===== src/rtl/tcld_pkg.sv =====
// Package for the terminal canonical line discipline.
// Holds store sizing, register map, character codes and shared types.
// No dependencies.
package tcld_pkg;

  localparam int StoreDepth = 1024;
  localparam int PtrW       = $clog2(StoreDepth);

  localparam int CfgNum   = 8;
  localparam int CfgAddrW = $clog2(CfgNum) + 2;

  typedef enum logic [$clog2(CfgNum)-1:0] {
    RegMode  = 3'd0,
    RegKill  = 3'd1,
    RegErase = 3'd2,
    RegEof   = 3'd3,
    RegStop  = 3'd4,
    RegStart = 3'd5,
    RegIntr  = 3'd6,
    RegQuit  = 3'd7
  } tcld_reg_e;

  localparam logic [7:0] CfgReset [CfgNum] = '{
    8'd241, 8'd21, 8'd127, 8'd4, 8'd19, 8'd17, 8'd3, 8'd28
  };

  // mode flag bit positions
  localparam int FlagCrToNl   = 0;
  localparam int FlagDropCr   = 1;
  localparam int FlagNlToCr   = 2;
  localparam int FlagLower    = 3;
  localparam int FlagCanon    = 4;
  localparam int FlagSignals  = 5;
  localparam int FlagEcho     = 6;
  localparam int FlagEchoCtl  = 7;

  localparam logic [7:0] CharCr      = 8'd13;
  localparam logic [7:0] CharNl      = 8'd10;
  localparam logic [7:0] CharCaret   = 8'h5E;
  localparam logic [7:0] CharUpperA  = 8'h41;
  localparam logic [7:0] CharUpperZ  = 8'h5A;
  localparam logic [7:0] CaseOffset  = 8'd32;
  localparam logic [7:0] CtlLimit    = 8'd32;
  localparam logic [7:0] CaretOffset = 8'd64;

  typedef enum logic {
    OpRaw  = 1'b0,
    OpTake = 1'b1
  } tcld_op_e;

  typedef enum logic [1:0] {
    SigNone = 2'd0,
    SigIntr = 2'd1,
    SigQuit = 2'd2
  } tcld_sig_e;

  typedef enum logic [2:0] {
    StIdle,
    StExec,
    StReadWait,
    StEraseRd,
    StEraseChk,
    StFinish
  } tcld_state_e;

  typedef struct packed {
    logic [7:0] mode_flags;
    logic [7:0] kill_key;
    logic [7:0] erase_key;
    logic [7:0] eof_key;
    logic [7:0] stop_key;
    logic [7:0] start_key;
    logic [7:0] intr_key;
    logic [7:0] quit_key;
  } tcld_cfg_t;

endpackage


===== src/rtl/tcld_regs.sv =====
// APB configuration registers of the line discipline.
// Depends on tcld_pkg.
module tcld_regs
  import tcld_pkg::*;
(
  input  logic                clk_i,
  input  logic                rst_ni,
  input  logic                psel,
  input  logic                penable,
  input  logic                pwrite,
  input  logic [CfgAddrW-1:0] paddr,
  input  logic [31:0]         pwdata,
  output logic [31:0]         prdata,
  output logic                pready,
  output tcld_cfg_t           cfg_o
);

  logic [7:0]        regs_q [CfgNum];
  logic [7:0]        regs_d [CfgNum];
  logic [CfgAddrW-3:0] idx;

  assign idx    = paddr[CfgAddrW-1:2];
  assign pready = 1'b1;
  assign prdata = {24'd0, regs_q[idx]};

  always_comb begin
    regs_d = regs_q;
    if (psel && penable && pwrite) begin
      regs_d[idx] = pwdata[7:0];
    end
  end

  always_ff @(posedge clk_i or negedge rst_ni) begin
    if (!rst_ni) begin
      regs_q <= CfgReset;
    end else begin
      regs_q <= regs_d;
    end
  end

  assign cfg_o.mode_flags = regs_q[RegMode];
  assign cfg_o.kill_key   = regs_q[RegKill];
  assign cfg_o.erase_key  = regs_q[RegErase];
  assign cfg_o.eof_key    = regs_q[RegEof];
  assign cfg_o.stop_key   = regs_q[RegStop];
  assign cfg_o.start_key  = regs_q[RegStart];
  assign cfg_o.intr_key   = regs_q[RegIntr];
  assign cfg_o.quit_key   = regs_q[RegQuit];

endmodule


===== config.mk =====
export PLATFORM = sky130hd
export DESIGN_NAME = tcld_regs
export DESIGN_NICKNAME = d
export VERILOG_FILES = /design/src/rtl/tcld_pkg.sv /design/src/rtl/tcld_regs.sv
export SDC_FILE = /design/constraint.sdc
export NUM_CORES = 1
export LEC_CHECK = 0
export ABC_AREA = 1
export BUFFER_PORTS_ARGS = -buffer_cell sky130_fd_sc_hd__buf_2
export CAP_MARGIN = 15
export CELL_PAD_IN_SITES_DETAIL_PLACEMENT = 1
export CELL_PAD_IN_SITES_GLOBAL_PLACEMENT = 1
export CORE_MARGIN = 8
export CORE_UTILIZATION = 33
export CTS_CLUSTER_DIAMETER = 80
export DETAILED_ROUTE_END_ITERATION = 8
export PLACE_DENSITY_LB_ADDON = 0.1
export SYNTH_ARGS = -nofsm -noshare
export SYNTH_HDL_FRONTEND = slang
export SYNTH_SLANG_ARGS = --single-unit

===== constraint.sdc =====
create_clock -name clk_i -period 1.1 [get_ports clk_i]
set_input_delay 0.055 -clock clk_i [delete_from_list [all_inputs] [get_ports clk_i]]
set_output_delay 0.055 -clock clk_i [all_outputs]
set_load 0.02 [all_outputs]

; ---- Word level (Yosys, flattened, before mapping)
; Index checks and enable logic that the tools add are counted.
[word_totals]
reg_bits = 64
output_inout_bits = 97
elab_cells = 20
[op_classes]
magnitude_cmp = 2
mux = 6
bitwise = 1
n_reduce_logical = 3
[ops]
columns = cell, count
row1 = $bwmux W64, 1
row2 = $bmux W8 S3, 1
row3 = $demux W8 S3, 1
row4 = $mux W8, 3
row5 = $ge A4 B4 Y1 const B, 1
row6 = $lt A4 B1 Y1 const B, 1
row7 = $not A3 Y4, 1
row8 = $logic_and A1 B1 Y1, 3

; ---- Logic depth before layout (Yosys ltp)
; Gate-level depths: netlist (run 1).
[depth]
word_depth = 6
depth_mapped = 8
mapped_depth_nobuf = 7

; ---- Worst setup path before layout (run 1)
; Ideal clock, no wire load.
[synth_path]
kind = reg2out
from = register regs_q (netlist bit cfg_o[2])
to = output prdata[2]
t_arrival_ns = 1.004
required_time_ns = 1.045
path_slack_ns = 0.041
stages_incl_launch_ff = 7
path_buffers = 0
cell_sequence = dfstp_2 -> nand2_1 -> nand2_1 -> nand2_1 -> nand2_1 -> nand2_1 -> nand2_1
[synth_between]
elab_chain_len = 3
[synth_rtl]
columns = item, line_no
row1 = start: declaration, tcld_regs.sv:18  ; logic [7:0] regs_q [CfgNum];
row2 = start signal: assignment, tcld_regs.sv:35  ; regs_q <= CfgReset;
row3 = start signal: assignment, tcld_regs.sv:37  ; regs_q <= regs_d;
row4 = $bmux W8 S3, tcld_regs.sv:24  ; assign prdata = {24'd0, regs_q[idx]};
row5 = $mux W8 (implied by the code) (2 in a row), tcld_regs.sv:24
row6 = end: declaration, tcld_regs.sv:13  ; output logic [31:0] prdata,
; No other way between the ends. The select of a mux whose other input is x is not followed.

; ---- Worst setup path in the final report (run 1)
[layout_path]
from = register regs_q (netlist bit cfg_o[24])
to = output prdata[0]
; Same word-level chain as after synthesis.

==> results.py, run 1 <==
metrics = {
    "floorplan": {
        "core_area_mm2": 0.01018,
        "dieArea_mm2": 0.01381,
        "initial_core_util": 0.3339,
        "placement_rows": 37,
        "die_w_um": 117.5,
        "io_pins": 139,
        "die_height_um": 117.5,
    },
    "timing": {
        "final-setup-viol-count": 34,
        "max_freq_mhz": 686.3,
        "fin_crit_sh": 1.325,
        "grt_setup_unrepaired": "true",
        "setup_ws_ns": -0.3571,
        "min_period_ns": 1.457,
        "fin_worst_skew_ns": 0,
        "hold_viol": 0,
        "slew_violations": 0,
    },
    "routing": {
        "via_per_inst": 4.743,
        "drc_errors": 0,
        "wl_per_cell_um": 17.15,
        "routed_wl_mm": 13.26,
        "drtPass1Iterations": 4,
        "vias": 3666,
        "first_iter_violations": 139,
        "antenna_left": 0,
    },
    "clocking": {
        "cts_tree": "yes",
        "cts-root-buf": "clkbuf_8",
        "h-tree-depth": 3,
        "clk_latency_ns": 0.35,
        "cts_buffers": 9,
        "clk_path_buf_depth": 2,
        "clk_pin_slew_worst_paths_ns": 0.07,
        "cts.sinks": 64,
    },
    "finish": {
        "fin_util": 0.5044,
        "stdcell_area_mm2": 0.005137,
        "syn2layout_area_growth_pct": 51.07,
        "largest_reg_flops": 64,
        "fill_cells": 1293,
        "final_nets": 674,
        "multiInputGateArea_mm2": 0.001562,
        "diodes": 0,
        "final-seq-area_mm2": 0.001634,
        "drive_above_1_share": 0.3454,
    },
    "critical_path": {
        "path_common_cell": "nand2_1",
        "cp.arrival_ns": 1.40,
        "startpoint_type": "register",
        "reg2reg_from": "cfg_o[4]",
        "rr_endpoint": "cfg_o[4]",
        "ff2ff_path_depth": 4,
        "critPathMaxStageDelay_ns": 0.55,
        "cp-end-kind": "output pin",
        "reg2reg_slack_ns": 0.13,
        "required_ns": 1.04,
        "critPathKind": "reg2out",
        "path_cells": "nand2_2, nand2_1, nand2_1, nand2_1, nand2_1, nand2_2, buf_6",
        "crit_path_max_fanout": 2,
        "critPathSlowestCell": "dfstp_2",
    },
    "yosys": {
        "synth-edff-count": 0,
        "synth_cell_type_count": 20,
        "syn_area_per_cell_um2": 7.205,
        "yosysWarnings": 0,
        "syn_area_mm2": 0.003401,
        "synth_ff_type": "dfrtp_1",
        "ys_seq_elements": 64,
        "synthCells": 472,
        "async_reset_ff_frac": 1.000,
        "ys_seq_area_frac": 0.4805,
    },
    "status": {
        "status": "complete, but fails checks",
        "violations": "setup timing",
    },
    "placed_design": {
        "hpwl_mm": 9.274,
        "finalWeightedCongestion": 0.7880,
        "place_area_mm2": 0.004335,
        "io_buffers": 87,
    },
    "job": {
        "maxCapViolations": 0,
    },
    "min_path": {
        "hold_path.startpoint": "pwrite",
        "hp-class": "in2reg",
        "whs_path_depth": 6,
        "worstHoldEndpoint": "cfg_o[24]",
    },
    "grt": {
        "globalRouteOverflowTotal": 0,
        "antenna_found_initial": 0,
        "track_usage": 0.1926,
        "grt_pass1_wl_mm": 21.27,
        "grt_max_degree": 65,
        "grt_pass1_vias": 3939,
    },
    "power_and_ir_drop": {
        "p_leak_nw": 2.762,
        "power_density_mw_per_mm2": 1744,
        "vdd_drop_max_mv": 0.8216,
    },
}
[power breakdown]
part           internal (W)  leakage, nW  switching [W]
sequential          0.00295        0.758       0.000367
clock               0.00117        0.103       0.000954
combinational       0.00161         1.90        0.00191
[routing by layer]
layer | wire (µm) | global-route usage | up-vias | part of all wire
li1 | - | - | 1747 | -
met2 | 6524 | 0.3237 | 88 | 0.49
met1 | 5829 | 0.2327 | 1816 | 0.44
met4 | 242 | 0.07286 | 0 | 0.018
met3 | 664 | 0.04748 | 15 | 0.050
met5 | 0 | 0 | - | 0
[per-stage QoR]
step	instances	setup TNS (ns)	setup slack [ns]	power (W)	hold slack (ns)
after global placement	731	-0.08448	-0.02649	0.006024	0.1015
after global routing	773	-5.672	-0.4616	0.009449	0.2531
after CTS	766	-4.768	-0.3675	0.008865	0.2116
after detailed placement	731	-0.1511	-0.03770	0.006090	0.1058
after floorplan	495	0	0.04145	0.004816	-0.2406
final	773	-4.073	-0.3571	0.008960	0.2353
[timing repair]
item	4_1_cts	5_1_grt
setup endpoints to repair	37	37
endpoints found under the hold margin	62	0
pin swaps	16	13
hold buffers	9	0
gates resized for setup	103	22
buffers inserted	13	14
cloned	0	0
[critical path, delay by kind of cell, from the launching register on]
family,cells,cell delay (ns)
buffers and inverters,1,0.12
flip-flops,1,0.55
AND/OR/NAND/NOR,6,0.38
[layout make-up]
cell class	count	area share
multi-input cells	375	0.3039
clock buffers	13	0.03093
flip-flops and latches	64	0.3181
clock inverters	3	0.007793
repair buffers	169	0.2966
well taps	136	0.03312
inverters	13	0.009498
[how the worst max path moves through the flow]
stage              start         to  slack (ns)
5_1_grt        cfg_o[61]  prdata[5]       -0.46
3_5_place_dp    paddr[2]   cfg_o[4]       -0.04
3_3_place_gp    cfg_o[4]  prdata[4]       -0.03
2_1_floorplan   cfg_o[2]  prdata[2]        0.04
4_1_cts        cfg_o[42]  prdata[2]       -0.37
6_report       cfg_o[24]  prdata[0]       -0.36
[cell families (layout without fill, tap and decap cells)]
group | after synthesis | after routing | share of synthesized area
AO/OA/AOI/OAI | 64 | 64 | 0.09418
buffers and inverters | 56 | 198 | 0.09235
flip-flops | 64 | 64 | 0.4805
other | 2 | 25 | 0.002208
AND/OR/NAND/NOR | 286 | 286 | 0.3308
[layout by cell type (no fill, tap or decap), drive strengths merged]
cell | netlist | final
buf | 34 | 160
bufinv | 0 | 1
nand4 | 4 | 4
a21oi | 8 | 8
dfstp | 26 | 26
dfrtp | 38 | 38
clkbuf | 9 | 13
o21ai | 56 | 56
nor2 | 22 | 22
nand3 | 7 | 7
inv | 12 | 12
clkinv | 1 | 3
dlygate4sd3 | 0 | 9
nand2 | 253 | 253
conb | 2 | 25
[synthesized netlist by cell type (3+ instances only)]
cell type  number  share of area
dfrtp_1        38           0.28
nand3_2         3         0.0088
dfstp_2        26           0.20
nor2_2          4         0.0074
nand4_1         4         0.0074
a21oi_1         8          0.012
o21ai_0        55          0.081
nor2_1         17          0.019
inv_1          10          0.011
buf_1           3         0.0033
buf_4          26          0.057
clkbuf_1        9         0.0099
nand2_1       253           0.28
nand3_1         4         0.0059
buf_2           5         0.0074
(Power assumes the default switching activity.)
==> run 2: changes to the inputs <==
--- a/config.mk
+++ b/config.mk
@@ -15,6 +15,7 @@
 export CTS_CLUSTER_DIAMETER = 80
 export DETAILED_ROUTE_END_ITERATION = 8
 export PLACE_DENSITY_LB_ADDON = 0.1
+export REMOVE_ABC_BUFFERS = 1
 export SYNTH_ARGS = -nofsm -noshare
 export SYNTH_HDL_FRONTEND = slang
 export SYNTH_SLANG_ARGS = --single-unit
==> results.py, run 2 (synthesized netlist as in run 1, its figures left out) <==
metrics = {
    "clocking": {
        "clk_pin_slew_worst_paths_ns": 0.07,
        "clk_latency_ns": 0.35,
        "cts.sinks": 64,
        "cts_tree": "yes",
        "cts-root-buf": "clkbuf_8",
        "h-tree-depth": 3,
        "cts_buffers": 9,
        "clk_path_buf_depth": 2,
    },
    "floorplan": {
        "io_pins": 139,
        "placement_rows": 37,
        "dieArea_mm2": 0.01381,
        "die_w_um": 117.5,
        "die_height_um": 117.5,
        "core_area_mm2": 0.01018,
        "initial_core_util": 0.3339,
    },
    "min_path": {
        "hold_path.startpoint": "pwrite",
        "hp-class": "in2reg",
        "worstHoldEndpoint": "cfg_o[25]",
        "whs_path_depth": 6,
    },
    "timing": {
        "slew_violations": 0,
        "hold_viol": 0,
        "fin_crit_sh": 1.326,
        "grt_setup_unrepaired": "true",
        "tns_ns": -4.293,
        "final-setup-viol-count": 32,
        "fin_worst_skew_ns": 0,
        "setup_ws_ns": -0.3590,
        "max_freq_mhz": 685.4,
        "min_period_ns": 1.459,
    },
    "status": {
        "status": "complete, but fails checks",
        "violations": "setup timing",
    },
    "grt": {
        "grt_pass1_vias": 4029,
        "globalRouteOverflowTotal": 0,
        "track_usage": 0.1945,
        "antenna_found_initial": 0,
        "grt_max_degree": 65,
        "grt_pass1_wl_mm": 21.45,
    },
    "routing": {
        "vias": 3681,
        "drc_errors": 0,
        "drtPass1Iterations": 4,
        "first_iter_violations": 132,
        "via_per_inst": 4.737,
        "routed_wl_mm": 13.43,
        "wl_per_cell_um": 17.29,
        "antenna_left": 0,
    },
    "critical_path": {
        "reg2reg_from": "cfg_o[3]",
        "critPathMaxStageDelay_ns": 0.55,
        "cp.arrival_ns": 1.40,
        "required_ns": 1.04,
        "reg2reg_slack_ns": 0.07,
        "path_common_cell": "nand2_1",
        "cp-startpoint": "cfg_o[56]",
        "startpoint_type": "register",
        "critPathKind": "reg2out",
        "path_cells": "nand2_1, nand2_1, nand2_2, nand2_1, nand2_1, nand2_1, buf_6",
        "crit_buf_inv": 1,
        "cp-end-kind": "output pin",
        "rr_endpoint": "cfg_o[3]",
        "critPathSlowestCell": "dfstp_2",
        "crit_path_max_fanout": 2,
        "critPathTopFamily": "flip-flops",
        "ff2ff_path_depth": 5,
    },
    "finish": {
        "diodes": 0,
        "drive_above_1_share": 0.3417,
        "largest_reg_flops": 64,
        "final_nets": 678,
        "fill_cells": 1289,
        "multiInputGateArea_mm2": 0.001551,
        "fin_util": 0.5042,
        "final_cell_mix": "248 x nand2_1, 70 x buf_6, 55 x o21ai_0, 47 x buf_2, 43 x buf_4",
        "layoutNonFillerInstCount": 777,
        "syn2layout_area_growth_pct": 50.99,
        "final_common_cell": "nand2_1",
        "final-seq-area_mm2": 0.001634,
    },
    "power_and_ir_drop": {
        "vdd_drop_max_mv": 0.7293,
        "power_density_mw_per_mm2": 1775,
        "p_leak_nw": 2.773,
    },
    "placed_design": {
        "io_buffers": 87,
        "hpwl_mm": 9.234,
        "finalWeightedCongestion": 0.7665,
        "dp_cells": 733,
    },
    "job": {
        "maxCapViolations": 0,
    },
}
## run 2: changes by cell type in the layout (fill, tap and decap cells not counted), sizes merged
cell	change
bufinv	+1
clkinv	-1
buf	+4
## run 2: how the worst max path moves through the flow
stage | endpoint | slack [ns] | depth (start not counted)
after global placement | cfg_o[22] | -0.08 | 6
after floorplan | cfg_o[47] | -0.27 | 3
after detailed placement | cfg_o[22] | -0.11 | 6
final | prdata[0] | -0.36 | 7
after CTS | prdata[1] | -0.38 | 7
after global routing | prdata[1] | -0.46 | 7
## run 2: worst min-delay path, delay by kind of cell
kind	cells	cell delay (ns)
buffers and inverters	3	0.31
AO/OA/AOI/OAI	1	0.08
AND/OR/NAND/NOR	2	0.15
## run 2: power breakdown
part / switching [W] / internal [W] / total (W) / leakage, nW
clock network: 0.000952 / 0.00134 / 0.00229 / 0.108
logic: 0.00190 / 0.00162 / 0.00352 / 1.91
registers: 0.000365 / 0.00294 / 0.00331 / 0.758
total: 0.00321 / 0.00590 / 0.00912 / 2.77
## run 2: area by class of cell
class / instances / share of cell area
Sequential cell: 64 / 0.3182
Tap cell: 136 / 0.03314
Inverter: 13 / 0.009503
Multi-Input combinational cell: 375 / 0.3021
Clock inverter: 3 / 0.01267
Clock buffer: 13 / 0.02900
Timing Repair Buffer: 173 / 0.2953
## run 2: metal layers
metal	track usage	routed length [µm]	share of wire	vias up
li1	-	-	-	1760
met1	0.2252	5647	0.42	1809
met2	0.3394	6882	0.51	94
met3	0.04269	662	0.049	18
met4	0.08167	240	0.018	0
met5	0	0	0	-
## run 2: timing repair
item                                    in CTS  in global routing
pin swaps                                   11                 16
endpoints found under the setup margin      36                 38
buffers inserted                             8                 25
hold buffers                                 9                  0
endpoints found under the hold margin       58                  0
resized for setup                           98                 29
gates cloned                                 0                  0
## run 2: stage by stage
stage / setup WS [ns] / power, W / hold WS (ns) / cell area [µm²]
final: -0.3590 / 0.009117 / 0.2439 / 5135
after global routing: -0.4581 / 0.009634 / 0.2563 / 5135
after CTS: -0.3788 / 0.008980 / 0.2274 / 4987
after detailed placement: -0.1068 / 0.006063 / 0.1062 / 4313
after global placement: -0.08021 / 0.005995 / 0.1029 / 4313
after floorplan: -0.2745 / 0.004707 / -0.2406 / 3222
==> run 3: changes to the inputs <==
--- a/config.mk
+++ b/config.mk
@@ -11,7 +11,7 @@
 export CELL_PAD_IN_SITES_DETAIL_PLACEMENT = 1
 export CELL_PAD_IN_SITES_GLOBAL_PLACEMENT = 1
 export CORE_MARGIN = 8
-export CORE_UTILIZATION = 33
+export CORE_UTILIZATION = 36
 export CTS_CLUSTER_DIAMETER = 80
 export DETAILED_ROUTE_END_ITERATION = 8
 export PLACE_DENSITY_LB_ADDON = 0.1
==> constraint.sdc (replaced) <==
create_clock -name clk_i -period 1.7 [get_ports clk_i]
set_input_delay 0.085 -clock clk_i [delete_from_list [all_inputs] [get_ports clk_i]]
set_output_delay 0.085 -clock clk_i [all_outputs]
set_load 0.02 [all_outputs]
==> results.py, run 3 (synthesized netlist as in run 1, its figures left out) <==
metrics = {
    "critical_path": {
        "reg2reg_slack_ns": 0.89,
        "ff2ff_path_depth": 2,
        "critPathKind": "reg2out",
        "crit_path_max_fanout": 3,
        "reg2reg_from": "cfg_o[3]",
        "cp-end-kind": "output pin",
        "required_ns": 1.62,
        "path_cells": "nand2_1, nand2_1, nand2_1, nand2_1, nand2_1, nand2_1, buf_2",
        "path_common_cell": "nand2_1",
        "startpoint_type": "register",
        "cp.depth": 7,
        "critPathSlowestCell": "dfstp_2",
        "crit_buf_inv": 1,
        "critPathTopFamily": "flip-flops",
        "rr_endpoint": "cfg_o[3]",
        "critPathMaxStageDelay_ns": 0.55,
        "cp.arrival_ns": 1.48,
    },
    "clocking": {
        "cts_resized": 0,
        "cts_tree": "yes",
        "clk_pin_slew_worst_paths_ns": 0.07,
        "cts.sinks": 64,
        "cts_buffers": 9,
        "clk_path_buf_depth": 2,
        "h-tree-depth": 3,
        "clk_latency_ns": 0.35,
        "cts.hold.buffers_added": 4,
        "post-cts-setup-buffers": 0,
        "cts-root-buf": "clkbuf_8",
    },
    "timing": {
        "max-slew-margin-rel": 0.6556,
        "max_freq_mhz": 641.0,
        "final-setup-viol-count": 0,
        "hold_ws_ns": 0.01162,
        "fin_worst_skew_ns": 0,
        "min_period_ns": 1.560,
        "tightest_slew_ns": 0.5166,
        "slew_violations": 0,
        "tns_ns": 0,
        "fin_crit_sh": 0.9178,
        "setup_ws_ns": 0.1398,
        "hold_viol": 0,
        "grt_setup_unrepaired": "false",
    },
    "grt": {
        "globalRouteOverflowTotal": 0,
        "grt_pass1_vias": 3534,
        "track_usage": 0.1865,
        "antenna_found_initial": 0,
        "grt_max_degree": 34,
        "grt_pass1_wl_mm": 18.64,
    },
    "finish": {
        "final-seq-area_mm2": 0.001634,
        "syn2layout_area_growth_pct": 25.17,
        "final_cell_mix": "253 x nand2_1, 87 x buf_2, 55 x o21ai_0, 38 x dfrtp_1, 26 x dfstp_2",
        "fill_cells": 1229,
        "final_nets": 616,
        "largest_reg_flops": 64,
        "multiInputGateArea_mm2": 0.001539,
        "diodes": 0,
        "final_common_cell": "nand2_1",
        "drive_above_1_share": 0.2729,
        "fin_util": 0.4629,
    },
    "min_path": {
        "hp-class": "in2reg",
        "hold_path.startpoint": "pwdata[4]",
        "whs_path_depth": 3,
        "worstHoldEndpoint": "cfg_o[52]",
    },
    "routing": {
        "drc_errors": 0,
        "vias": 3380,
        "routed_wl_mm": 11.70,
        "via_per_inst": 4.899,
        "drtPass1Iterations": 4,
        "wl_per_cell_um": 16.96,
        "antenna_left": 0,
        "first_iter_violations": 151,
    },
    "floorplan": {
        "initial_core_util": 0.3698,
        "core_area_mm2": 0.009196,
        "io_pins": 139,
        "placement_rows": 35,
        "die_height_um": 113.2,
        "die_w_um": 113.2,
        "dieArea_mm2": 0.01281,
    },
    "placed_design": {
        "hpwl_mm": 8.819,
        "finalWeightedCongestion": 0.7679,
        "place_ws_ns": 0.2882,
        "io_buffers": 87,
    },
    "power_and_ir_drop": {
        "p_leak_nw": 2.386,
        "vdd_drop_max_mv": 0.4341,
        "power_density_mw_per_mm2": 1248,
    },
    "status": {
        "status": "finished clean",
    },
    "job": {
        "maxCapViolations": 0,
    },
}
[run 3: area by class of cell]
| class | count | area share |
|---|---|---|
| multi-input cells | 375 | 0.3616 |
| well taps | 111 | 0.03263 |
| clock buffers | 11 | 0.03322 |
| inverters | 13 | 0.01146 |
| flip-flops and latches | 64 | 0.3839 |
| repair buffers | 111 | 0.1529 |
| clock inverters | 5 | 0.02440 |
[run 3: worst max-delay path by stage]
stage / from / to / slack [ns]
6_report: cfg_o[3] / prdata[3] / 0.14
3_3_place_gp: paddr[3] / cfg_o[22] / 0.38
5_1_grt: cfg_o[3] / prdata[3] / 0.06
4_1_cts: cfg_o[3] / prdata[3] / 0.12
3_5_place_dp: paddr[3] / cfg_o[39] / 0.29
2_1_floorplan: paddr[2] / cfg_o[47] / 0.30
[run 3: routing by layer]
layer | global-route usage | vias up | share of wire
met3 | 0.04100 | 7 | 0.046
met1 | 0.2270 | 1643 | 0.44
met4 | 0.05595 | 0 | 0.011
met2 | 0.3214 | 91 | 0.50
met5 | 0 | - | 0
li1 | - | 1639 | -
[run 3: through the flow]
step / area (µm²) / cells / total power (W)
finish: 4257 / 690 / 0.005311
global route: 4257 / 690 / 0.005620
CTS: 4257 / 690 / 0.005390
detailed placement: 3971 / 670 / 0.003734
global placement: 3971 / 670 / 0.003688
floorplan: 3222 / 452 / 0.003046
[run 3: power breakdown]
group / internal, W / switching [W] / leakage [nW] / total, W
Clock: 0.00101 / 0.000611 / 0.124 / 0.00163
Sequential: 0.00191 / 0.000249 / 0.758 / 0.00216
Combinational: 0.000483 / 0.00105 / 1.50 / 0.00153
[run 3: worst register-to-register path, stage by stage, from the launching register on]
cell     delay [ns]
dfstp_2        0.55
nor2_1         0.05
a21oi_1        0.14
