--- config.mk ---
export PLATFORM = sky130hd
export DESIGN_NAME = tcld_ctrl
export DESIGN_NICKNAME = d
export VERILOG_FILES = /design/src/rtl/tcld_pkg.sv /design/src/rtl/tcld_ctrl.sv
export SDC_FILE = /design/constraint.sdc
export NUM_CORES = 1
export LEC_CHECK = 0
export ABC_AREA = 1
export BUFFER_PORTS_ARGS = -buffer_cell sky130_fd_sc_hd__buf_2
export CORE_AREA = 8 8 107 182
export CTS_BUF_LIST = sky130_fd_sc_hd__clkbuf_16
export DETAILED_ROUTE_END_ITERATION = 16
export DIE_AREA = 0 0 115 190
export MAX_ROUTING_LAYER = met4
export PLACE_DENSITY = 0.67
export SLEW_MARGIN = 15
export SYNTH_ARGS = -nofsm -noshare
export SYNTH_HDL_FRONTEND = slang
export SYNTH_SLANG_ARGS = --single-unit
--- constraint.sdc ---
create_clock -name clk_i -period 5 [get_ports clk_i]
set_clock_uncertainty 0.05 [all_clocks]
set_input_delay 0.75 -clock clk_i [delete_from_list [all_inputs] [get_ports clk_i]]
set_output_delay 0.75 -clock clk_i [all_outputs]
set_load 0.01 [all_outputs]
--- src/rtl/tcld_pkg.sv ---
// Package for the terminal canonical line discipline.
// Holds store sizing, register map, character codes and shared types.
// No dependencies.
package tcld_pkg;

  localparam int StoreDepth = 1024;
  localparam int PtrW       = $clog2(StoreDepth);

  localparam int CfgNum   = 8;
  localparam int CfgAddrW = $clog2(CfgNum) + 2;

  typedef enum logic [$clog2(CfgNum)-1:0] {
    RegMode  = 3'd0,
    RegKill  = 3'd1,
    RegErase = 3'd2,
    RegEof   = 3'd3,
    RegStop  = 3'd4,
    RegStart = 3'd5,
    RegIntr  = 3'd6,
    RegQuit  = 3'd7
  } tcld_reg_e;

  localparam logic [7:0] CfgReset [CfgNum] = '{
    8'd241, 8'd21, 8'd127, 8'd4, 8'd19, 8'd17, 8'd3, 8'd28
  };

  // mode flag bit positions
  localparam int FlagCrToNl   = 0;
  localparam int FlagDropCr   = 1;
  localparam int FlagNlToCr   = 2;
  localparam int FlagLower    = 3;
  localparam int FlagCanon    = 4;
  localparam int FlagSignals  = 5;
  localparam int FlagEcho     = 6;
  localparam int FlagEchoCtl  = 7;

  localparam logic [7:0] CharCr      = 8'd13;
  localparam logic [7:0] CharNl      = 8'd10;
  localparam logic [7:0] CharCaret   = 8'h5E;
  localparam logic [7:0] CharUpperA  = 8'h41;
  localparam logic [7:0] CharUpperZ  = 8'h5A;
  localparam logic [7:0] CaseOffset  = 8'd32;
  localparam logic [7:0] CtlLimit    = 8'd32;
  localparam logic [7:0] CaretOffset = 8'd64;

  typedef enum logic {
    OpRaw  = 1'b0,
    OpTake = 1'b1
  } tcld_op_e;

  typedef enum logic [1:0] {
    SigNone = 2'd0,
    SigIntr = 2'd1,
    SigQuit = 2'd2
  } tcld_sig_e;

  typedef enum logic [2:0] {
    StIdle,
    StExec,
    StReadWait,
    StEraseRd,
    StEraseChk,
    StFinish
  } tcld_state_e;

  typedef struct packed {
    logic [7:0] mode_flags;
    logic [7:0] kill_key;
    logic [7:0] erase_key;
    logic [7:0] eof_key;
    logic [7:0] stop_key;
    logic [7:0] start_key;
    logic [7:0] intr_key;
    logic [7:0] quit_key;
  } tcld_cfg_t;

endpackage

--- src/rtl/tcld_ctrl.sv ---
// Sequencer of the line discipline: translation, edit keys, ring pointers,
// store read-modify-write and the output word register.
// Depends on tcld_pkg; drives the ports of one tcld_ram.
module tcld_ctrl
  import tcld_pkg::*;
(
  input  logic            clk_i,
  input  logic            rst_ni,
  input  tcld_cfg_t       cfg_i,
  input  logic            in_valid_i,
  output logic            in_ready_o,
  input  logic            operation_i,
  input  logic [7:0]      raw_byte_i,
  output logic            out_valid_o,
  input  logic            out_ready_i,
  output logic            accepted_o,
  output logic [1:0]      echo_count_o,
  output logic [7:0]      echo_first_o,
  output logic [7:0]      echo_second_o,
  output logic [10:0]     rubout_count_o,
  output logic [1:0]      signal_kind_o,
  output logic            stored_o,
  output logic            stopped_now_o,
  output logic            read_valid_o,
  output logic [7:0]      read_byte_o,
  output logic [9:0]      store_level_o,
  output logic            ram_we_o,
  output logic [PtrW-1:0] ram_waddr_o,
  output logic [7:0]      ram_wdata_o,
  output logic [PtrW-1:0] ram_raddr_o,
  input  logic [7:0]      ram_rdata_i
);

  localparam logic [PtrW-1:0] PtrMax = PtrW'(StoreDepth - 1);
  localparam logic [PtrW:0]   DepthW = (PtrW+1)'(StoreDepth);

  tcld_state_e state_q, state_d;

  logic            op_q, op_d;
  logic [7:0]      c_q, c_d;
  logic            drop_q, drop_d;
  logic            kill_q, kill_d;
  logic [PtrW-1:0] wp_q, wp_d, rp_q, rp_d;
  logic            stopped_q, stopped_d;
  logic [10:0]     rub_q, rub_d;
  logic            acc_q, acc_d;
  logic [1:0]      ecnt_q, ecnt_d;
  logic [7:0]      e1_q, e1_d, e2_q, e2_d;
  logic [1:0]      sig_q, sig_d;
  logic            st_q, st_d;
  logic            rv_q, rv_d;
  logic [7:0]      rb_q, rb_d;

  logic            ov_q, ov_d;
  logic            o_acc_q, o_acc_d;
  logic [1:0]      o_ecnt_q, o_ecnt_d;
  logic [7:0]      o_e1_q, o_e1_d, o_e2_q, o_e2_d;
  logic [10:0]     o_rub_q, o_rub_d;
  logic [1:0]      o_sig_q, o_sig_d;
  logic            o_st_q, o_st_d;
  logic            o_stop_q, o_stop_d;
  logic            o_rv_q, o_rv_d;
  logic [7:0]      o_rb_q, o_rb_d;
  logic [9:0]      o_lvl_q, o_lvl_d;

  logic [PtrW:0]   lvl_wide;
  logic [PtrW-1:0] level;
  logic [PtrW-1:0] wp_prev, wp_next, rp_next;
  logic [7:0]      xlat;
  logic            xlat_drop;
  logic [7:0]      mf;
  logic            canon, sigs;

  assign mf    = cfg_i.mode_flags;
  assign canon = mf[FlagCanon];
  assign sigs  = mf[FlagSignals];

  assign lvl_wide = {1'b0, wp_q} + DepthW - {1'b0, rp_q};
  assign level    = (wp_q >= rp_q) ? (wp_q - rp_q) : lvl_wide[PtrW-1:0];
  assign wp_prev  = (wp_q == '0) ? PtrMax : wp_q - 1'b1;
  assign wp_next  = (wp_q == PtrMax) ? '0 : wp_q + 1'b1;
  assign rp_next  = (rp_q == PtrMax) ? '0 : rp_q + 1'b1;

  // input translation
  always_comb begin
    xlat      = raw_byte_i;
    xlat_drop = 1'b0;
    if (raw_byte_i == CharCr) begin
      if (mf[FlagCrToNl]) begin
        xlat = CharNl;
      end else if (mf[FlagDropCr]) begin
        xlat_drop = 1'b1;
      end
    end else if (raw_byte_i == CharNl && mf[FlagNlToCr]) begin
      xlat = CharCr;
    end
    if (!xlat_drop && mf[FlagLower] && xlat >= CharUpperA && xlat <= CharUpperZ) begin
      xlat = xlat + CaseOffset;
    end
  end

  assign in_ready_o  = (state_q == StIdle);
  assign ram_raddr_o = (state_q == StExec) ? rp_q : wp_prev;
  assign ram_waddr_o = wp_q;
  assign ram_wdata_o = c_q;

  always_comb begin
    state_d   = state_q;
    op_d      = op_q;
    c_d       = c_q;
    drop_d    = drop_q;
    kill_d    = kill_q;
    wp_d      = wp_q;
    rp_d      = rp_q;
    stopped_d = stopped_q;
    rub_d     = rub_q;
    acc_d     = acc_q;
    ecnt_d    = ecnt_q;
    e1_d      = e1_q;
    e2_d      = e2_q;
    sig_d     = sig_q;
    st_d      = st_q;
    rv_d      = rv_q;
    rb_d      = rb_q;
    ram_we_o  = 1'b0;

    ov_d     = ov_q && !out_ready_i;
    o_acc_d  = o_acc_q;
    o_ecnt_d = o_ecnt_q;
    o_e1_d   = o_e1_q;
    o_e2_d   = o_e2_q;
    o_rub_d  = o_rub_q;
    o_sig_d  = o_sig_q;
    o_st_d   = o_st_q;
    o_stop_d = o_stop_q;
    o_rv_d   = o_rv_q;
    o_rb_d   = o_rb_q;
    o_lvl_d  = o_lvl_q;

    case (state_q)
      StIdle: begin
        if (in_valid_i) begin
          op_d    = operation_i;
          c_d     = xlat;
          drop_d  = xlat_drop;
          kill_d  = 1'b0;
          rub_d   = '0;
          acc_d   = 1'b0;
          ecnt_d  = '0;
          e1_d    = '0;
          e2_d    = '0;
          sig_d   = SigNone;
          st_d    = 1'b0;
          rv_d    = 1'b0;
          rb_d    = '0;
          state_d = StExec;
        end
      end
      StExec: begin
        state_d = StFinish;
        if (op_q == OpTake) begin
          if (wp_q != rp_q) begin
            rp_d    = rp_next;
            rv_d    = 1'b1;
            state_d = StReadWait;
          end
        end else if (level != PtrMax) begin
          acc_d = 1'b1;
          if (drop_q) begin
            state_d = StFinish;
          end else if (canon && c_q == cfg_i.kill_key) begin
            kill_d  = 1'b1;
            state_d = StEraseRd;
          end else if (canon && c_q == cfg_i.erase_key) begin
            state_d = StEraseRd;
          end else if (canon && c_q == cfg_i.stop_key) begin
            stopped_d = 1'b1;
          end else if (canon && c_q == cfg_i.start_key) begin
            stopped_d = 1'b0;
          end else if (sigs && c_q == cfg_i.intr_key) begin
            sig_d = SigIntr;
          end else if (sigs && c_q == cfg_i.quit_key) begin
            sig_d = SigQuit;
          end else begin
            if (mf[FlagEcho]) begin
              if (c_q == CharNl) begin
                ecnt_d = 2'd2;
                e1_d   = CharNl;
                e2_d   = CharCr;
              end else if (c_q < CtlLimit) begin
                if (mf[FlagEchoCtl]) begin
                  ecnt_d = 2'd2;
                  e1_d   = CharCaret;
                  e2_d   = c_q + CaretOffset;
                end
              end else begin
                ecnt_d = 2'd1;
                e1_d   = c_q;
              end
            end
            ram_we_o = 1'b1;
            wp_d     = wp_next;
            st_d     = 1'b1;
          end
        end
      end
      StReadWait: begin
        rb_d    = ram_rdata_i;
        state_d = StFinish;
      end
      StEraseRd: begin
        state_d = (wp_q == rp_q) ? StFinish : StEraseChk;
      end
      StEraseChk: begin
        if (ram_rdata_i == CharNl || ram_rdata_i == cfg_i.eof_key) begin
          state_d = StFinish;
        end else begin
          wp_d = wp_prev;
          if (mf[FlagEcho]) begin
            rub_d = rub_q + ((ram_rdata_i < CtlLimit) ? 11'd2 : 11'd1);
          end
          state_d = kill_q ? StEraseRd : StFinish;
        end
      end
      StFinish: begin
        if (!ov_q || out_ready_i) begin
          ov_d     = 1'b1;
          o_acc_d  = acc_q;
          o_ecnt_d = ecnt_q;
          o_e1_d   = e1_q;
          o_e2_d   = e2_q;
          o_rub_d  = rub_q;
          o_sig_d  = sig_q;
          o_st_d   = st_q;
          o_stop_d = stopped_q;
          o_rv_d   = rv_q;
          o_rb_d   = rb_q;
          o_lvl_d  = 10'(level);
          state_d  = StIdle;
        end
      end
      default: state_d = StIdle;
    endcase
  end

  always_ff @(posedge clk_i or negedge rst_ni) begin
    if (!rst_ni) begin
      state_q   <= StIdle;
      wp_q      <= '0;
      rp_q      <= '0;
      stopped_q <= 1'b0;
      ov_q      <= 1'b0;
    end else begin
      state_q   <= state_d;
      wp_q      <= wp_d;
      rp_q      <= rp_d;
      stopped_q <= stopped_d;
      ov_q      <= ov_d;
    end
  end

  always_ff @(posedge clk_i) begin
    op_q     <= op_d;
    c_q      <= c_d;
    drop_q   <= drop_d;
    kill_q   <= kill_d;
    rub_q    <= rub_d;
    acc_q    <= acc_d;
    ecnt_q   <= ecnt_d;
    e1_q     <= e1_d;
    e2_q     <= e2_d;
    sig_q    <= sig_d;
    st_q     <= st_d;
    rv_q     <= rv_d;
    rb_q     <= rb_d;
    o_acc_q  <= o_acc_d;
    o_ecnt_q <= o_ecnt_d;
    o_e1_q   <= o_e1_d;
    o_e2_q   <= o_e2_d;
    o_rub_q  <= o_rub_d;
    o_sig_q  <= o_sig_d;
    o_st_q   <= o_st_d;
    o_stop_q <= o_stop_d;
    o_rv_q   <= o_rv_d;
    o_rb_q   <= o_rb_d;
    o_lvl_q  <= o_lvl_d;
  end

  assign out_valid_o    = ov_q;
  assign accepted_o     = o_acc_q;
  assign echo_count_o   = o_ecnt_q;
  assign echo_first_o   = o_e1_q;
  assign echo_second_o  = o_e2_q;
  assign rubout_count_o = o_rub_q;
  assign signal_kind_o  = o_sig_q;
  assign stored_o       = o_st_q;
  assign stopped_now_o  = o_stop_q;
  assign read_valid_o   = o_rv_q;
  assign read_byte_o    = o_rb_q;
  assign store_level_o  = o_lvl_q;

  a_load_from_finish: assert property (@(posedge clk_i) disable iff (!rst_ni)
    $rose(ov_q) |-> $past(state_q == StFinish))
    else $error("output word loaded outside finish");

  a_accept_starts: assert property (@(posedge clk_i) disable iff (!rst_ni)
    (in_valid_i && in_ready_o) |=> (state_q == StExec))
    else $error("accepted word did not start execution");

  a_stored_accepted: assert property (@(posedge clk_i) disable iff (!rst_ni)
    (ov_q && (o_st_q || o_sig_q != SigNone)) |-> (o_acc_q && !o_rv_q))
    else $error("stored or signal result without accepted byte");

  a_take_nonempty: assert property (@(posedge clk_i) disable iff (!rst_ni)
    (state_q == StReadWait) |-> $past(wp_q != rp_q))
    else $error("take read issued on empty store");

  a_store_write_room: assert property (@(posedge clk_i) disable iff (!rst_ni)
    ram_we_o |-> (level != PtrMax))
    else $error("store written while full");

endmodule

# [Word-level counts from Yosys, hierarchy flattened]
# Cells that the tools add are included.
[totals] regBits=131 elab_cells=258 in_bits=85 out_inout_bits=84
[op_classes] mux=131 reduce_logical=38 order_cmp=5 add_sub_neg=9 eq_ne=42 bitwise=4
[ops] cell="$mux W8" count=31
[ops] cell="$mux W10" count=15
[ops] cell="$eq A8 B8 Y1" count=7
[ops] cell="$mux W2" count=24
[ops] cell="$pmux W8 S2" count=3
[ops] cell="$mux W1" count=36
[ops] cell="$mux W11" count=3
[ops] cell="$eq A8 B4 Y1 const B" count=4
[ops] cell="$add A10 B1 Y10 const B" count=3
[ops] cell="$mux W3" count=10
[ops] cell="$ne A2 B2 Y1 const B" count=14
[ops] cell="$pmux W11 S2" count=1
[ops] cell="$reduce_and A11 Y1" count=2
[ops] cell="$eq A10 B10 Y1 const B" count=2
[ops] cell="$pmux W10 S2" count=1
[ops] cell="$sub A10 B10 Y10" count=2
[ops] cell="$pmux W3 S6" count=1
[ops] cell="$lt A8 B6 Y1 const B" count=2
[ops] cell="$reduce_and A14 Y1" count=1
[ops] cell="$reduce_and A13 Y1" count=1
[ops] cell="$reduce_and A4 Y1" count=3
[ops] cell="$add A11 B2 Y11" count=1
[ops] cell="$logic_and A1 B1 Y1" count=11
[ops] cell="$eq A10 B10 Y1" count=1
[ops] cell="28 further kinds" count=50

# [Logic depth before layout (Yosys ltp)]
# Gate-level depths: netlist (run 1).
[logic_depth] word_depth=15 ltp_mapped=16 depth_no_buf=16

# [Worst setup path before layout (run 1)]
# No wires, ideal clock.
[synth_timing] path_kind="in2reg" from="input port out_ready_i" to="register o_acc_q (netlist: accepted_o), enable pin" t_required_ps=4468 setup_ps=482 arrival_ps=3396 stages=2 n_path_buf=0 path_slack_ps=1072 path_cell_list="inv_1 > a21oi_1"
[synth_via] elab_chain_len=2
[synth_lines] item="start: declaration" line="tcld_ctrl.sv:15" source="input logic out_ready_i,"
[synth_lines] item="$logic_or A1 B1 Y1" line="tcld_ctrl.sv:226" source="if (!ov_q || out_ready_i) begin"
[synth_lines] item="$reduce_and A2 Y1 (no line)"
[synth_lines] item="end signal: assignment" line="tcld_ctrl.sv:276" source="o_acc_q <= o_acc_d;"
[synth_lines] item="end: declaration" line="tcld_ctrl.sv:55" source="logic o_acc_q, o_acc_d;"
# No other way between the ends.
# A chain may end at the register's enable or synchronous reset.

# [Worst setup path after layout (run 1)]
[layout_timing] from="register wp_q[0] (netlist: ram_waddr_o[0])" to="output port ram_we_o"
[layout_via] elab_chain_len=7 elab_cells_between_ends=9 classes_between="add/sub: 3; order compare: 1; eq/ne: 1; mux: 4"
[layout_lines] item="start: declaration" line="tcld_ctrl.sv:43" source="logic [PtrW-1:0] wp_q, wp_d, rp_q, rp_d;"
[layout_lines] item="start signal: assignment" line="tcld_ctrl.sv:255" source="wp_q <= wp_d;"
[layout_lines] item="$add A10 B1 Y10" line="tcld_ctrl.sv:78" source="assign lvl_wide = {1'b0, wp_q} + DepthW - {1'b0, rp_q};"
[layout_lines] item="$sub A10 B10 Y10" line="tcld_ctrl.sv:78"
[layout_lines] item="$mux W10 *" line="tcld_ctrl.sv:79" source="assign level = (wp_q >= rp_q) ? (wp_q - rp_q) : lvl_wide[PtrW-1:0];"
[layout_lines] item="$ne A10 B10 Y1 *" line="tcld_ctrl.sv:167" source="end else if (level != PtrMax) begin"
[layout_lines] item="$mux W1 *" line="tcld_ctrl.sv:167"
[layout_lines] item="$mux W1 *" line="tcld_ctrl.sv:161" source="if (op_q == OpTake) begin"
[layout_lines] item="$mux W1 *" line="tcld_ctrl.sv:140" source="case (state_q)"
[layout_lines] item="end: declaration" line="tcld_ctrl.sv:27" source="output logic ram_we_o,"
# Every way passes the cells marked *; elsewhere a longest branch is shown, timed or not.

==> results of run 1 <==
[placed cells by master (no fill, tap or decap), types with 9 or more instances in the layout]
cell | Yosys | routed
sky130_fd_sc_hd__edfxtp_1 | 106 | 106
sky130_fd_sc_hd__nor2_1 | 115 | 115
sky130_fd_sc_hd__nand2_1 | 224 | 224
sky130_fd_sc_hd__xor2_1 | 12 | 12
sky130_fd_sc_hd__ha_1 | 17 | 17
sky130_fd_sc_hd__dfrtp_1 | 25 | 25
sky130_fd_sc_hd__buf_2 | 2 | 168
sky130_fd_sc_hd__inv_2 | 10 | 10
sky130_fd_sc_hd__clkbuf_16 | 0 | 17
sky130_fd_sc_hd__nand3_1 | 45 | 45
sky130_fd_sc_hd__o21ai_0 | 35 | 35
sky130_fd_sc_hd__xnor2_1 | 13 | 13
sky130_fd_sc_hd__nor3_1 | 17 | 17
sky130_fd_sc_hd__inv_1 | 114 | 114
sky130_fd_sc_hd__nor2_2 | 9 | 9
sky130_fd_sc_hd__nand4_1 | 27 | 27
sky130_fd_sc_hd__a21oi_1 | 30 | 29
[layout make-up]
type	instances	area (um2)	area share
Sequential cell	131	3810	0.417
Multi-Input combinational cell	607	3070	0.336
Timing Repair Buffer	172	871	0.0953
Clock buffer	17	425	0.0465
Clock inverter	15	204	0.0223
Antenna cell	3	7.51	0.000821
Inverter	125	469	0.0513
Tap cell	227	284	0.0311
[cell families after synthesis]
logic type      after synthesis
simple gates                473
buf+inv                     148
flops                       131
compound gates               90
xor+xnor                     25
fa+ha+maj                    19
[state kept, by name, summed over array words and instances (netlist names), 10 cells and up]
register        cells
rp_q               10
ram_waddr_o        10
rubout_count_o     11
store_level_o      10
rub_q              11
[layer usage]
| layer | vias to the layer above | global-route usage | routed length, um |
|---|---|---|---|
| met2 | 231 | 0.346 | 10800 |
| li1 | 3239 | - | - |
| met5 | - | - | 0 |
| met1 | 2986 | 0.179 | 7350 |
| met4 | 0 | 0.130 | 1030 |
| met3 | 73 | 0.0406 | 992 |
[per-stage QoR]
stage | utilization | power (W) | hold slack, ns | area [um2]
after floorplan | - | 0.00343 | 0.350 | 7480
after global placement | 0.504 | 0.00412 | 0.351 | 8500
after detailed placement | 0.504 | 0.00414 | 0.355 | 8500
after CTS | 0.541 | 0.00547 | 0.299 | 9130
after global routing | 0.542 | 0.00581 | 0.328 | 9140
final | 0.542 | 0.00543 | 0.287 | 9140
[final timing paths]
path	start	to	slack, ns	cells past startpoint
setup / recovery	ram_waddr_o[0]	ram_we_o	1.33	14
hold / removal	rst_ni	rp_q[2]	0.29	1
setup reg to reg	state_q[2]	rub_q[8]	1.89	7
hold reg to reg	e2_q[6]	echo_second_o[6]	0.36	0
max in group asynchronous	rst_ni	out_valid_o	4.20	1
min in group clk_i	e2_q[6]	echo_second_o[6]	0.36	0
[critical path, cell delays in order, from the launching register on]
cell and delay, ns:
sky130_fd_sc_hd__dfrtp_1 0.41, sky130_fd_sc_hd__inv_1 0.18, sky130_fd_sc_hd__ha_1 0.17, sky130_fd_sc_hd__inv_1 0.07, sky130_fd_sc_hd__fa_1 0.37, sky130_fd_sc_hd__nand2_1 0.10, sky130_fd_sc_hd__nand3_2 0.10, sky130_fd_sc_hd__nand3_1 0.09
sky130_fd_sc_hd__nand2_1 0.07, sky130_fd_sc_hd__nor2_1 0.17, sky130_fd_sc_hd__nand2_1 0.09, sky130_fd_sc_hd__nor2_2 0.15, sky130_fd_sc_hd__nand3_1 0.12, sky130_fd_sc_hd__and3_1 0.21, sky130_fd_sc_hd__buf_2 0.14
[power by group through the flow]
stage	sequential (W)	clock, W	combinational, W
2_1_floorplan	0.00194	0	0.00148
3_3_place_gp	0.00192	0	0.00220
3_5_place_dp	0.00193	0	0.00222
4_1_cts	0.00191	0.00134	0.00222
5_1_grt	0.00195	0.00138	0.00249
6_report	0.00191	0.00132	0.00221
==> flow_metrics.tcl, run 1 <==
set metrics [dict create \
    pwr_density_cell_nw_per_um2 594 \
    drt-wirelength-per-cell_um 15.6 \
    synth-seq-cells 131 \
    post_synth_most_frequent_cells "224 x sky130_fd_sc_hd__nand2_1, 115 x sky130_fd_sc_hd__nor2_1, 114 x sky130_fd_sc_hd__inv_1" \
    postRouteWirelength_um 20200 \
    clockRootBuffer "sky130_fd_sc_hd__clkbuf_16" \
    dp.final_hpwl_um 15900 \
    synth_nets 990 \
    cts-root-to-sink-buffers 2 \
    post_route_cells_drive_above_1_share 0.228 \
    placementRows 63 \
    max_cap_violations 0 \
    area_growth_syn_to_layout_pct 22.2 \
    cp_data_arrival_time_ns 2.87 \
    global_route.overflow_total 0 \
    timing.hold.worst.class "input pin to async pin" \
    basic_gate_share_of_the_synthesized_area_counting_and_or_nand_and_nor_cells 0.279 \
    ant_nets 0 \
    synth.lib_cells_used.distinct 47 \
    syn-instance-count 886 \
    net_count_reported_at_finish 1158 \
    cts.hold.buffers_added 0 \
    synth-warning-count 0 \
    cts_inserted_buffers 17 \
    via_count 6529 \
    clk_pin_slew_ns 0.06 \
    post-cts-setup-buffers 0 \
    grt_pass1_vias 6600 \
    rsz_0062_raised_after_global_routing "false" \
    initial_core_util 0.443 \
    max-slew-margin-rel 0.253 \
    comb_power_share 0.406 \
    yosys.area_share.xor_xnor 0.0293 \
    grt_use_total 0.193 \
    synth_top_area_cell "sky130_fd_sc_hd__edfxtp_1" \
    firstDrtPassIters 5 \
    netlist_area_um2 7480 \
    stdcell_count 1297 \
    setup_total_negative_slack_ns 0 \
    setup.worst_path.class "register to output pin" \
    hold_viol_final 0 \
    portBuffers 168 \
    fmax_mhz 272 \
    cts.htree.levels 4 \
    fin_crit_ns 3.67 \
    via_per_inst 5.03 \
    core_area_um2 16900 \
    clk_latency_worst_skew_pair_ns 0.42 \
    power.share.sequential 0.351 \
    synth_top_flop_cell "sky130_fd_sc_hd__edfxtp_1" \
    post_synth_main_area_contributors "sky130_fd_sc_hd__edfxtp_1 43%, sky130_fd_sc_hd__nand2_1 11%, sky130_fd_sc_hd__dfrtp_1 8.4%" \
    grt_pass1_wl_um 31500 \
    clock_power_share 0.243 \
    critical_path_peak_fanout 6 \
    fillCellCount 1645 \
    dieArea_um2 21900 \
    worst-slew-pin-transition_ns 1.11 \
    yosysSeqAreaShare 0.509 \
    min_period_over_period 0.735 \
    startpoint_type "register" \
    avgSynthCellArea_um2 8.44 \
    worstPathRequired_ns 4.20 \
    switching_share 0.398 \
    place.gp.congestion 0.932 \
    cts.sink_count 131 \
    post_cts_resized 0 \
    fp.dieH_um 190 \
    asyncSetResetFlopFracSynth 0.191 \
    status "finished clean" \
    tritoncts "done" \
    static-leakage-power_nw 4.29 \
    synthMuxAreaShare 0 \
    worst_ir_drop_vdd_v 0.000248 \
    drt_drc_violations_left 0 \
    maxSlewViolCount 0 \
    grt_start_max_net_pins 31 \
    p_sw_w 0.00216 \
    cp-end-kind "output pin" \
    synth-compound-area-share 0.0666 \
    synth-adder-area-share 0.0338 \
    dp_cells 1262 \
    synth_top_family_by_area "simple AND/OR/NAND/NOR gates" \
    synth_top_area_frac 0.425 \
    synth_enable_flop_cells 106 \
    initial_antenna_violation_count 3 \
    chipWidth_um 115 \
    dp_slack_ns 1.76 \
    setup_viol 0 \
    top_level_i_o_count 169 \
    synthMostInstantiatedCell "sky130_fd_sc_hd__nand2_1" \
    power.internal_w 0.00327 \
    final_critical_path_setup_slack_ns 1.33 \
    drt_first_iter_violations 361 \
]
(Power assumes the default switching activity.)
==> run 2, diff against run 1 <==
==> constraint.sdc (replaced) <==
create_clock -name clk_i -period 3.7 [get_ports clk_i]
set_clock_uncertainty 0.05 [all_clocks]
set_input_delay 0.555 -clock clk_i [delete_from_list [all_inputs] [get_ports clk_i]]
set_output_delay 0.555 -clock clk_i [all_outputs]
set_load 0.01 [all_outputs]
==> run 2 against run 1 <==
Against the previous run:
- cell count increased by 0.46%
- utilization decreased by 0.11 points
- global-route usage increased by 0.48 points
- worst hold slack got worse by 0.17 ns
- wire length increased by 1.3%
- die area unchanged
- count of clock-buffer cells in the layout unchanged
==> flow_metrics.tcl, run 2 (synthesis results as in run 1) <==
set metrics [dict create \
    cts-root-to-sink-buffers 2 \
    postLayoutCoreUtil 0.541 \
    stdcell_count 1303 \
    ff2ff_setup_slack_ns 0.68 \
    via_per_inst 4.99 \
    fmax_mhz 290 \
    critical_path_peak_fanout 6 \
    initial_core_util 0.443 \
    grt_start_max_net_pins 44 \
    setup_total_negative_slack_ns 0 \
    chipWidth_um 115 \
    ant_nets 0 \
    max-slew-margin-rel 0.500 \
    place.gp.congestion 0.941 \
    worstPathRequired_ns 3.09 \
    dp.final_hpwl_um 16500 \
    worst-slew-pin-transition_ns 0.747 \
    startpoint_type "register" \
    cts.htree.levels 4 \
    area_growth_syn_to_layout_pct 21.9 \
    fin_crit_ns 3.45 \
    initial_antenna_violation_count 2 \
    status "finished clean" \
    rsz_0062_raised_after_global_routing "false" \
    dp_cells 1269 \
    maxSlewViolCount 0 \
    min_period_over_period 0.932 \
    dieArea_um2 21900 \
    grt_use_total 0.198 \
    hold_viol_final 0 \
    grt_pass1_wl_um 32900 \
    drt_drc_violations_left 0 \
    fp.dieH_um 190 \
    layout.cells.most_common_list "224 x sky130_fd_sc_hd__nand2_1, 168 x sky130_fd_sc_hd__buf_2, 115 x sky130_fd_sc_hd__nor2_1" \
    via_count 6504 \
    grt_pass1_vias 6773 \
    tritoncts "done" \
    setup_viol 0 \
    net_count_reported_at_finish 1165 \
    top_level_i_o_count 169 \
    worst_ir_drop_vdd_v 0.000363 \
    post_route_cells_drive_above_1_share 0.234 \
    pwr_density_cell_nw_per_um2 791 \
    drt-wirelength-per-cell_um 15.7 \
    clk_pin_slew_ns 0.07 \
    cp_data_arrival_time_ns 2.84 \
    timing.hold.worst.class "input pin to async pin" \
    postRouteWirelength_um 20500 \
    setup.worst_path.class "register to output pin" \
    portBuffers 168 \
    placementRows 63 \
    drt_first_iter_violations 390 \
    clk_latency_worst_skew_pair_ns 0.41 \
    core_area_um2 16900 \
    global_route.overflow_total 0 \
    cts.sink_count 131 \
    max_cap_violations 0 \
    layout.cells.most_common "sky130_fd_sc_hd__nand2_1" \
    cts_inserted_buffers 17 \
    clockRootBuffer "sky130_fd_sc_hd__clkbuf_16" \
    firstDrtPassIters 5 \
    cp-end-kind "output pin" \
    static-leakage-power_nw 4.29 \
]
-- run 2: changes by cell type in the layout (fill, tap and decap cells not counted) --
cell | before | now
sky130_fd_sc_hd__buf_4 | 4 | 11
sky130_fd_sc_hd__bufinv_16 | 4 | 0
sky130_fd_sc_hd__inv_1 | 114 | 113
sky130_fd_sc_hd__inv_6 | 4 | 7
sky130_fd_sc_hd__clkinv_2 | 3 | 1
sky130_fd_sc_hd__clkinvlp_4 | 1 | 2
sky130_fd_sc_hd__inv_8 | 0 | 4
sky130_fd_sc_hd__inv_2 | 10 | 11
sky130_fd_sc_hd__diode_2 | 3 | 2
sky130_fd_sc_hd__clkinv_4 | 3 | 1
-- run 2: report_power, final --
group | total (W) | switching (W) | internal (W)
clock | 0.00159 | 0.000702 | 0.000889
sequential | 0.00255 | 0.000256 | 0.00230
combinational | 0.00308 | 0.00206 | 0.00102
total | 0.00722 | 0.00302 | 0.00420
-- run 2: layout make-up --
type | count | area [um2]
flip-flops and latches | 131 | 3810
diodes | 2 | 5.00
clock buffers | 17 | 425
fillers | 1656 | 7750
inverters | 125 | 469
multi-input cells | 607 | 3070
well taps | 227 | 284
repair buffers | 179 | 923
clock inverters | 15 | 135
-- run 2: metrics by stage --
step | setup WS, ns | total power, W | hold WS, ns | cell area (um2)
global placement | 0.661 | 0.00563 | 0.353 | 8560
detailed placement | 0.609 | 0.00567 | 0.355 | 8560
finish | 0.252 | 0.00722 | 0.119 | 9120
floorplan | 0.639 | 0.00462 | 0.209 | 7480
global route | 0.0140 | 0.00775 | 0.165 | 9120
CTS | 0.156 | 0.00728 | 0.132 | 9120
-- run 2: worst paths after layout --
path | start | cells past startpoint | end
max | ram_waddr_o[0] | 14 | ram_we_o
min reg2reg | e2_q[3] | 0 | echo_second_o[3]
max reg2reg | ram_waddr_o[0] | 13 | e2_q[3]
min | rst_ni | 1 | rp_q[2]
max in group asynchronous | rst_ni | 1 | ram_waddr_o[6]
min in group clk_i | operation_i | 1 | op_q
-- run 2: metal layers --
metal  part of all wire  up-vias  GRT usage
li1                   -     3258          -
met1               0.37     3006      0.194
met2               0.55      191      0.366
met3              0.042       49     0.0298
met4              0.033        0     0.0976
met5                  0        -          -
-- run 2: timing repair --
| item | in CTS | in global routing |
|---|---|---|
| setup buffers | 0 | 0 |
| hold buffers | 0 | 0 |
| resized for setup | 0 | 1 |
| endpoints found under the setup margin | 0 | 1 |
-- run 2: critical path: stages, from the launching register on --
cell                      delay (ns)
sky130_fd_sc_hd__dfrtp_1        0.43
sky130_fd_sc_hd__inv_2          0.13
sky130_fd_sc_hd__ha_1           0.15
sky130_fd_sc_hd__inv_1          0.07
sky130_fd_sc_hd__fa_1           0.38
sky130_fd_sc_hd__nand2_1        0.10
sky130_fd_sc_hd__nand3_2        0.11
sky130_fd_sc_hd__nand3_1        0.09
sky130_fd_sc_hd__nand2_1        0.07
sky130_fd_sc_hd__nor2_1         0.17
sky130_fd_sc_hd__nand2_1        0.08
sky130_fd_sc_hd__nor2_2         0.16
sky130_fd_sc_hd__nand3_1        0.14
sky130_fd_sc_hd__and3_1         0.23
sky130_fd_sc_hd__buf_2          0.15
==> run 3, diff against run 2 <==
--- a/config.mk
+++ b/config.mk
@@ -7,10 +7,10 @@
 export LEC_CHECK = 0
 export ABC_AREA = 1
 export BUFFER_PORTS_ARGS = -buffer_cell sky130_fd_sc_hd__buf_2
-export CORE_AREA = 8 8 107 182
+export CORE_AREA = 2 2 101 176
 export CTS_BUF_LIST = sky130_fd_sc_hd__clkbuf_16
 export DETAILED_ROUTE_END_ITERATION = 16
-export DIE_AREA = 0 0 115 190
+export DIE_AREA = 0 0 103 178
 export MAX_ROUTING_LAYER = met4
 export PLACE_DENSITY = 0.67
 export SLEW_MARGIN = 15
==> run 3 against run 2 <==
Against the previous run:
- global-route usage up 3.2 points
- first-iteration DRC count down 8.2%
- register-to-register slack better by 0.04 ns
- via count up 1.6%
==> flow_metrics.tcl, run 3 (synthesis results as in run 1) <==
set metrics [dict create \
    grt_pass1_vias 6407 \
    seqCellArea_um2 3810 \
    grt_start_max_net_pins 44 \
    dp_cells 1268 \
    fin_crit_ns 3.42 \
    place.gp.congestion 0.918 \
    final_area_um2 9110 \
    p_sw_w 0.00305 \
    layout.cells.most_common_list "224 x sky130_fd_sc_hd__nand2_1, 168 x sky130_fd_sc_hd__buf_2, 115 x sky130_fd_sc_hd__nor2_1" \
    post-cts-setup-buffers 0 \
    grt.met3_usage 0.0384 \
    rsz_0062_raised_after_global_routing "false" \
    initial_antenna_violation_count 1 \
    stdcell_count 1301 \
    top_usage_layer "met2" \
    pwr_density_cell_nw_per_um2 795 \
    setup_total_negative_slack_ns 0 \
    clockRootBuffer "sky130_fd_sc_hd__clkbuf_16" \
    cts.hold.buffers_added 0 \
    cts.sink_count 131 \
    grt_use_met2 0.404 \
    worst-slew-pin-transition_ns 0.787 \
    cp-end-kind "output pin" \
    startpoint_type "register" \
    layout.cells.most_common "sky130_fd_sc_hd__nand2_1" \
    critical_path_peak_fanout 6 \
    power.share.sequential 0.354 \
    clock_power_share 0.222 \
    net_count_reported_at_finish 1164 \
    post_route_cells_drive_above_1_share 0.233 \
    portBuffers 168 \
    static-leakage-power_nw 4.29 \
    switching_share 0.420 \
    initial_core_util 0.443 \
    dp_slack_ns 0.640 \
    fp.dieH_um 178 \
    cts-root-to-sink-buffers 2 \
    tritoncts "done" \
    maxSlewViolCount 0 \
    core_area_um2 16900 \
    ant_nets 0 \
    comb_power_share 0.424 \
    max-slew-margin-rel 0.474 \
    clk_pin_slew_ns 0.07 \
    critical_path.startpoint "ram_waddr_o[0]" \
    worstPathRequired_ns 3.09 \
    via_per_inst 5.08 \
    r2r-start "ram_waddr_o[0]" \
    drt-wirelength-per-cell_um 15.2 \
    via_count 6605 \
    cts.htree.levels 4 \
    placementRows 63 \
    grtUsageMet1 0.242 \
    global_route.overflow_total 0 \
    fmax_mhz 292 \
    status "finished clean" \
    dp.final_hpwl_um 15400 \
    cts_inserted_buffers 17 \
    final_critical_path_setup_slack_ns 0.280 \
    cp_data_arrival_time_ns 2.81 \
    area_growth_syn_to_layout_pct 21.8 \
    post_cts_resized 0 \
    clk_latency_worst_skew_pair_ns 0.42 \
    firstDrtPassIters 5 \
    top_level_i_o_count 169 \
    grt_use_total 0.229 \
    hold_ws_ns 0.113 \
    min_period_over_period 0.924 \
    fillCellCount 1667 \
    placement_cell_area_um2 8550 \
    dieArea_um2 18300 \
    chipWidth_um 103 \
    timing.hold.worst.class "input pin to async pin" \
    max_cap_violations 0 \
    multiInputGateArea_um2 3070 \
    hold_viol_final 0 \
    grt_pass1_wl_um 31100 \
    drt_drc_violations_left 0 \
    setup_viol 0 \
    postRouteWirelength_um 19800 \
    power.internal_w 0.00420 \
    setup.worst_path.class "register to output pin" \
    worst_ir_drop_vdd_v 0.000447 \
    drt_first_iter_violations 358 \
]
## run 3: changes by cell type in the layout (fill, tap and decap cells not counted)
cell	delta
sky130_fd_sc_hd__clkinv_4	+3
sky130_fd_sc_hd__inv_8	+1
sky130_fd_sc_hd__inv_6	-4
sky130_fd_sc_hd__buf_4	-1
sky130_fd_sc_hd__diode_2	-1
## run 3: power groups by stage
| stage | clock network [W] | logic (W) | registers, W |
|---|---|---|---|
| after global routing | 0.00170 | 0.00345 | 0.00263 |
| after floorplan | 0 | 0.00200 | 0.00262 |
| after detailed placement | 0 | 0.00305 | 0.00260 |
| after global placement | 0 | 0.00302 | 0.00258 |
| after CTS | 0.00163 | 0.00307 | 0.00257 |
| final | 0.00161 | 0.00307 | 0.00257 |
## run 3: per-stage QoR
stage | total power, W | util
2_1_floorplan | 0.00462 | -
3_3_place_gp | 0.00560 | 0.507
3_5_place_dp | 0.00565 | 0.507
4_1_cts | 0.00727 | 0.540
5_1_grt | 0.00777 | 0.540
6_report | 0.00725 | 0.540
## run 3: routing by layer
layer,share of wire,up-vias
li1,-,3256
met1,0.38,3058
met2,0.54,229
met3,0.041,62
met4,0.044,0
met5,0,-
## run 3: layout make-up
type                    count  area share
diodes                      1    0.000275
repair buffers            178       0.100
inverters                 125      0.0515
clock buffers              17      0.0467
well taps                 227      0.0312
multi-input cells         607       0.337
flip-flops and latches    131       0.418
clock inverters            15      0.0151
## run 3: worst max-delay path, cell delays in order, from the launching register on
cell and delay [ns]:
sky130_fd_sc_hd__dfrtp_1 0.42, sky130_fd_sc_hd__inv_2 0.12, sky130_fd_sc_hd__ha_1 0.15, sky130_fd_sc_hd__inv_1 0.07, sky130_fd_sc_hd__fa_1 0.51, sky130_fd_sc_hd__nand2_1 0.06, sky130_fd_sc_hd__nor2_1 0.09, sky130_fd_sc_hd__nand3_1 0.08
sky130_fd_sc_hd__nor2_1 0.16, sky130_fd_sc_hd__nand2_1 0.09, sky130_fd_sc_hd__nor2_2 0.15, sky130_fd_sc_hd__nand3_1 0.13, sky130_fd_sc_hd__and3_1 0.21, sky130_fd_sc_hd__buf_2 0.14
## run 3: path summary, 6_finish.rpt
check	to	slack (ns)	cells after the start
max reg2reg	e2_q[0]	0.72	13
max	ram_we_o	0.28	13
min reg2reg	stored_o	0.36	0
max in group asynchronous	state_q[1]	3.06	1
min	rp_q[4]	0.11	1
min in group clk_i	op_q	0.28	1
